### config.mk
export PLATFORM = sky130hd
export DESIGN_NAME = tpgt_finish
export DESIGN_NICKNAME = d
export VERILOG_FILES = /design/src/rtl/tpgt_pkg.sv /design/src/rtl/tpgt_finish.sv
export SDC_FILE = /design/constraint.sdc
export NUM_CORES = 1
export LEC_CHECK = 0
export BUFFER_PORTS_ARGS = -buffer_cell sky130_fd_sc_hd__buf_4
export CAP_MARGIN = 10
export CORE_AREA = 4 4 120 122
export CTS_CLUSTER_SIZE = 20
export DETAILED_ROUTE_END_ITERATION = 6
export DIE_AREA = 0 0 124 126
export PLACE_DENSITY = 0.88
export SETUP_SLACK_MARGIN = 0.4
export SLEW_MARGIN = 20
export SYNTH_ARGS = -nofsm -noshare
export SYNTH_HDL_FRONTEND = slang
export SYNTH_SLANG_ARGS = --single-unit
### constraint.sdc
create_clock -name clk_i -period 0.8 [get_ports clk_i]
set_input_delay 0.16 -clock clk_i [delete_from_list [all_inputs] [get_ports clk_i]]
set_output_delay 0.16 -clock clk_i [all_outputs]
set_load 0.1 [all_outputs]
### src/rtl/tpgt_pkg.sv
// shared widths, constants and beat types for the triangle point geometry tests
package tpgt_pkg;

  localparam int COORD_BITS       = 16;
  localparam int CENTER_FRAC_BITS = 8;
  localparam int OUT_BITS         = 32;

  // coordinate differences and products
  localparam int DIFF_W  = COORD_BITS + 1;
  localparam int PROD_W  = 2 * DIFF_W;
  localparam int CROSS_W = PROD_W + 1;
  localparam int SQ_W    = PROD_W + 1;

  // incircle terms, squared length split in two halves for the multipliers
  localparam int SPLIT_LO = (SQ_W + 1) / 2;
  localparam int SPLIT_HI = SQ_W - SPLIT_LO;
  localparam int PLO_W    = SPLIT_LO + 1 + CROSS_W;
  localparam int PHI_W    = SPLIT_HI + 1 + CROSS_W;
  localparam int TERM_W   = SQ_W + 1 + CROSS_W;
  localparam int DET_W    = TERM_W + 2;

  // circumcenter numerator, denominator and divider
  localparam int LP_W   = SQ_W + 1 + DIFF_W;
  localparam int NUM_W  = LP_W + 1;
  localparam int DEN_W  = CROSS_W + 2;
  localparam int MAG_W  = NUM_W + CENTER_FRAC_BITS + 2;
  localparam int WIDE_W = (OUT_BITS > COORD_BITS + CENTER_FRAC_BITS) ?
                          OUT_BITS : COORD_BITS + CENTER_FRAC_BITS;
  localparam int Q_W    = WIDE_W + 2;
  localparam int HI_W   = MAG_W - Q_W;
  localparam int CMP_W  = (HI_W > DEN_W) ? HI_W : DEN_W;
  localparam int REM_W  = DEN_W;
  localparam int SUM_W  = Q_W + 2;

  typedef struct packed {
    logic signed [COORD_BITS-1:0] vertex1_x;
    logic signed [COORD_BITS-1:0] vertex1_y;
    logic signed [COORD_BITS-1:0] vertex2_x;
    logic signed [COORD_BITS-1:0] vertex2_y;
    logic signed [COORD_BITS-1:0] vertex3_x;
    logic signed [COORD_BITS-1:0] vertex3_y;
    logic signed [COORD_BITS-1:0] query_x;
    logic signed [COORD_BITS-1:0] query_y;
  } in_item_t;

  typedef struct packed {
    logic                       is_clockwise;
    logic                       in_circumcircle;
    logic                       in_triangle;
    logic                       is_degenerate;
    logic signed [OUT_BITS-1:0] center_x;
    logic signed [OUT_BITS-1:0] center_y;
  } out_item_t;

  typedef struct packed {
    logic is_clockwise;
    logic in_circumcircle;
    logic in_triangle;
    logic is_degenerate;
  } flags_t;

  typedef struct packed {
    logic                         neg;
    logic                         ovf;
    logic signed [COORD_BITS-1:0] base;
    logic [REM_W-1:0]             rem;
    logic [Q_W-1:0]               acc;
  } lane_t;

  typedef struct packed {
    flags_t                       flags;
    logic                         neg_x;
    logic                         neg_y;
    logic [MAG_W-1:0]             mag_x;
    logic [MAG_W-1:0]             mag_y;
    logic signed [COORD_BITS-1:0] base_x;
    logic signed [COORD_BITS-1:0] base_y;
    logic [DEN_W-1:0]             den;
  } div_in_t;

  typedef struct packed {
    flags_t           flags;
    lane_t            lane_x;
    lane_t            lane_y;
    logic [DEN_W-1:0] den;
  } div_stage_t;

endpackage

### src/rtl/tpgt_finish.sv
// sign, offset by the first vertex, saturation and the result register
module tpgt_finish (
  input  logic                 clk_i,
  input  logic                 rst_ni,
  input  logic                 valid_i,
  input  tpgt_pkg::div_stage_t data_i,
  output logic                 done_o,
  output tpgt_pkg::out_item_t  result_o
);

  localparam int SW = tpgt_pkg::SUM_W;
  localparam int OB = tpgt_pkg::OUT_BITS;
  localparam int FB = tpgt_pkg::CENTER_FRAC_BITS;
  localparam logic [OB-1:0] MAX_CODE = {1'b0, {(OB-1){1'b1}}};
  localparam logic [OB-1:0] MIN_CODE = {1'b1, {(OB-1){1'b0}}};

  function automatic logic [OB-1:0] center(input tpgt_pkg::lane_t l, input logic deg);
    logic signed [SW-1:0] q;
    logic signed [SW-1:0] b;
    logic signed [SW-1:0] v;
    logic [SW-OB:0]       hi;
    logic [OB-1:0]        code;
    q  = $signed(SW'(l.acc));
    b  = SW'(l.base);
    b  = b <<< FB;
    v  = (l.neg ? -q : q) + b;
    hi = v[SW-1:OB-1];
    priority if (deg) begin
      code = '0;
    end else if (l.ovf) begin
      code = l.neg ? MIN_CODE : MAX_CODE;
    end else if (!((&hi) | ~(|hi))) begin
      code = v[SW-1] ? MIN_CODE : MAX_CODE;
    end else begin
      code = v[OB-1:0];
    end
    return code;
  endfunction

  tpgt_pkg::out_item_t res_d, res_q;
  logic                done_q;

  always_comb begin
    res_d.is_clockwise    = data_i.flags.is_clockwise;
    res_d.in_circumcircle = data_i.flags.in_circumcircle;
    res_d.in_triangle     = data_i.flags.in_triangle;
    res_d.is_degenerate   = data_i.flags.is_degenerate;
    res_d.center_x        = center(data_i.lane_x, data_i.flags.is_degenerate);
    res_d.center_y        = center(data_i.lane_y, data_i.flags.is_degenerate);
  end

  always_ff @(posedge clk_i or negedge rst_ni) begin
    if (!rst_ni) begin
      done_q <= 1'b0;
    end else begin
      done_q <= valid_i;
    end
  end

  always_ff @(posedge clk_i) begin
    res_q <= res_d;
  end

  assign done_o   = done_q;
  assign result_o = res_q;

endmodule
==> flow_summary.yaml, run 1 <==
global_routing:
  grt_usage: 0.668
  grt_pass1_wl_um: 78400
  gr-total-overflow: 50
  grt_pass1_vias: 12500
  grt_max_degree: 29
place:
  dp_cells: 1417
  dp_hpwl_um: 21800
  place_congestion: 1.02
  port_buffers: 179
logic_synthesis:
  async_flop_share: 0.0145
  yosysTopAreaCell: "dfxtp_1"
  synth_flop_cell: "dfxtp_1"
  ys_ff_latch: 69
  syn_avg_cell_area_sq_um: 7.88
  synthesis.area_sq_um: 6280
  synth_area_leaders: "dfxtp_1 22%, ha_1 12%, xnor2_1 11%, o21ai_0 6.7%, a21oi_1 6.4%"
  netlist_instances: 797
  ys_types: 63
  yosys_warnings: 0
  synth_common_cells: "84 x o21ai_0, 80 x a21oi_1, 78 x xnor2_1"
  synth.most_common_cell: "o21ai_0"
  synth-edff-count: 0
  synth_top_area_frac: 0.217
  yosysSeqAreaShare: 0.221
  syn-num-nets: 1081
floorplanning:
  die_x_um: 124
  ioPinCount: 291
  rows: 42
  start_util: 0.476
  die_h_um: 126
outcome:
  stop_stage: "5_1_grt"
  error_line: "[ERROR GRT-0116] Global routing finished with congestion. Check the congestion regions in the DRC Viewer."
  status: "stopped before the end"
clock_network:
  clock-root-buffer: "clkbuf_16"
  h-tree-depth: 3
  clockBufferDepth: 2
  clock-sinks: 69
  cts_made_buffers: 9
## per-layer routing
| metal | overflow | GRT usage |
|---|---|---|
| met5 | 0 | 0.214 |
| met4 | 26 | 0.678 |
| met3 | 0 | 0.500 |
| met2 | 24 | 0.848 |
| met1 | 0 | 0.650 |
## logic make-up after synthesis
logic type      share of synthesized area
compound gates                      0.289
simple gates                        0.173
xor+xnor                            0.156
flops                               0.221
fa+ha+maj                           0.126
buf+inv                            0.0335
mux                               0.00159
## per-stage QoR
step	hold WS [ps]	setup slack [ps]	cell area, sq um	setup TNS [ps]
after detailed placement	-58.6	-4140	10500	-248550
after floorplan	-136	-3490	6840	-211920
after CTS	-88.2	-3700	12500	-230660
after global placement	-64.8	-3930	10500	-237920
## what timing repair did
item	4_1_cts
setup endpoints to repair	133
pin swaps	34
resized for setup	346
endpoints found under the hold margin	5
cloned	4
buffers inserted	24
hold buffers	1
==> run 2, diff against run 1 <==
CORE_AREA = 4 4 131 133   (was 4 4 120 122)
CTS_CLUSTER_SIZE = default   (was 20)
DIE_AREA = 0 0 135 137   (was 0 0 124 126)
PLACE_DENSITY = default   (was 0.88)
PLACE_DENSITY_LB_ADDON = 0.15   (was default)
SETUP_SLACK_MARGIN = default   (was 0.4)
==> run 2 against run 1 <==
  * The flow now finishes, with violations (negative setup slack)
  * Synthesized area unchanged
  * Synthesized cell count unchanged
==> flow_summary.yaml, run 2 <==
outcome:
  status: "complete, but fails checks"
  violations: "negative setup slack"
finish:
  utilization: 0.840
  num_antenna_cells: 0
  num-fill-cells: 884
  nets: 1618
  area_growth_pct: 112
  drive_gt1_frac: 0.613
  largest_reg_flops: 68
  layout_commonest_cell: "buf_4"
  layout_common_cells: "441 x buf_4, 77 x buf_12, 73 x xnor2_1"
clock_network:
  clockBufferDepth: 2
  clock-root-buffer: "clkbuf_16"
  clock-sinks: 69
  clk_pin_slew_worst_paths_ps: 70
  h-tree-depth: 3
  cts_tree: "built"
  cts_made_buffers: 9
setup_path:
  cp.required_ps: 1060
  cp_data_arrival_time_ps: 5040
  path_max_fanout: 12
  setup.worst_path.start_class: "primary input"
  endpoint_kind: "flop"
  criticalPathCategory: "in2reg"
timing:
  drv_slew: 0
  rsz0062_at_grt: "yes"
  relSlewSlack: 0.606
  hold_viol: 0
  fmax_ghz: 0.209
  finalSetupViolCount: 133
  fin_crit_sh: 5.98
  setup_ws_ps: -3980
  min_period_ps: 4780
  fin_setup_tns_ps: -247180
  worstMarginPinSlew_ps: 588
logic_synthesis:
  syn_avg_cell_area_sq_um: 7.88
  ys_ff_latch: 69
  yosysSeqAreaShare: 0.221
  async_flop_share: 0.0145
  synth.most_common_cell: "o21ai_0"
  synth_top_area_frac: 0.217
  synth-edff-count: 0
  yosys_warnings: 0
  synthesis.area_sq_um: 6280
  synth_common_cells: "84 x o21ai_0, 80 x a21oi_1, 78 x xnor2_1"
  synth_area_leaders: "dfxtp_1 22%, ha_1 12%, xnor2_1 11%, o21ai_0 6.7%, a21oi_1 6.4%"
  synth_flop_cell: "dfxtp_1"
  netlist_instances: 797
  syn-num-nets: 1081
  ys_types: 63
  yosysTopAreaCell: "dfxtp_1"
global_routing:
  antenna_found_initial: 0
  grt_max_degree: 28
  grt_pass1_vias: 8423
  grt_usage: 0.284
  gr-total-overflow: 0
  grt_pass1_wl_um: 42000
floorplanning:
  ioPinCount: 291
  rows: 46
  die_x_um: 135
  start_util: 0.397
  die_h_um: 137
  core_sq_um: 15800
  die-area_sq_um: 18500
route:
  wl_um: 30900
  wl_per_cell_um: 19.8
  vias_per_cell: 5.64
  drc: 0
  drtIter0Drc: 719
  dr.pass1.iters: 7
  postRouteAntennaNets: 0
  vias: 8763
hold_path:
  min_path_type: "in2reg"
power_and_ir_drop:
  power_density_nw_per_um2: 2080
  p_leak_nw: 5.91
  vdd_drop_max_mv: 1.44
place:
  dp_hpwl_um: 18300
  place_congestion: 0.930
  port_buffers: 179
job:
  drv_cap: 0
[run 2: kinds of logic after synthesis]
group / after synthesis / synth area share
and+or+nand+nor: 211 / 0.173
AOI/OAI and AO/OA: 292 / 0.289
xor gates and xnor gates: 112 / 0.156
adders and majority gates: 62 / 0.126
buffers and inverters: 50 / 0.0335
muxes: 1 / 0.00159
DFF: 69 / 0.221
[run 2: area by class of cell]
| class | count | area (sq um) | share of cell area |
|---|---|---|---|
| Sequential cell | 69 | 1480 | 0.111 |
| Clock buffer | 9 | 225 | 0.0169 |
| Timing Repair Buffer | 550 | 5310 | 0.399 |
| Inverter | 25 | 93.8 | 0.00705 |
| Multi-Input combinational cell | 679 | 5850 | 0.440 |
| Clock inverter | 7 | 80.1 | 0.00602 |
| Tap cell | 216 | 270 | 0.0203 |
[run 2: where the power goes]
part,total [W],switching [W],leakage (nW),internal (W)
Combinational,0.0186,0.0105,5.17,0.00809
Sequential,0.00478,0.000567,0.595,0.00421
Clock,0.00430,0.00184,0.143,0.00246
[run 2: metrics by stage]
stage	cell area, sq um	instances	hold slack [ps]	setup slack (ps)	power, W
2_1_floorplan	6640	797	-136	-3500	0.0133
3_3_place_gp	10400	1469	-65.2	-3970	0.0181
3_5_place_dp	10400	1469	-63.5	-4000	0.0182
4_1_cts	12600	1527	34.2	-3540	0.0258
5_1_grt	13300	1555	55.1	-4130	0.0286
6_report	13300	1555	47.1	-3980	0.0277
[run 2: timing repair]
action	4_1_cts	5_1_grt
hold buffers	5	0
endpoints found under the hold margin	5	0
resized for setup	361	110
pin swaps	33	59
cloned	7	3
buffers inserted	31	30
setup endpoints to repair	133	133
[run 2: path summary, 6_finish.rpt]
path	start	endpoint	slack, ps	cells after the start
min in group asynchronous	rst_ni	done_o	120	2
hold / removal	data_i[215]	result_o[31]	50	2
max in group asynchronous	rst_ni	done_o	590	2
setup / recovery	data_i[50]	result_o[9]	-3980	21
[run 2: critical path, cell delays in order]
cell	delay, ps
buf_4	110
or3_4	390
or3_4	330
or4_4	500
nor4_2	140
buf_4	180
nand2b_4	80
o41ai_4	340
xnor2_1	150
ha_1	390
buf_6	160
a21oi_4	120
o21a_1	160
o21ai_1	80
a31o_2	260
a211oi_2	220
xnor2_1	240
a41oi_2	230
a211o_4	420
clkbuf_16	200
o21ai_1	170
[run 2: layer usage]
layer | vias up | global-route usage | wire length [um]
met4 | 0 | 0.128 | 1650
met2 | 430 | 0.528 | 15900
li1 | 4065 | - | -
met1 | 4158 | 0.328 | 11500
met5 | - | 0 | 0
met3 | 110 | 0.0272 | 1880
Note: power is estimated with default switching activity, not from simulation.
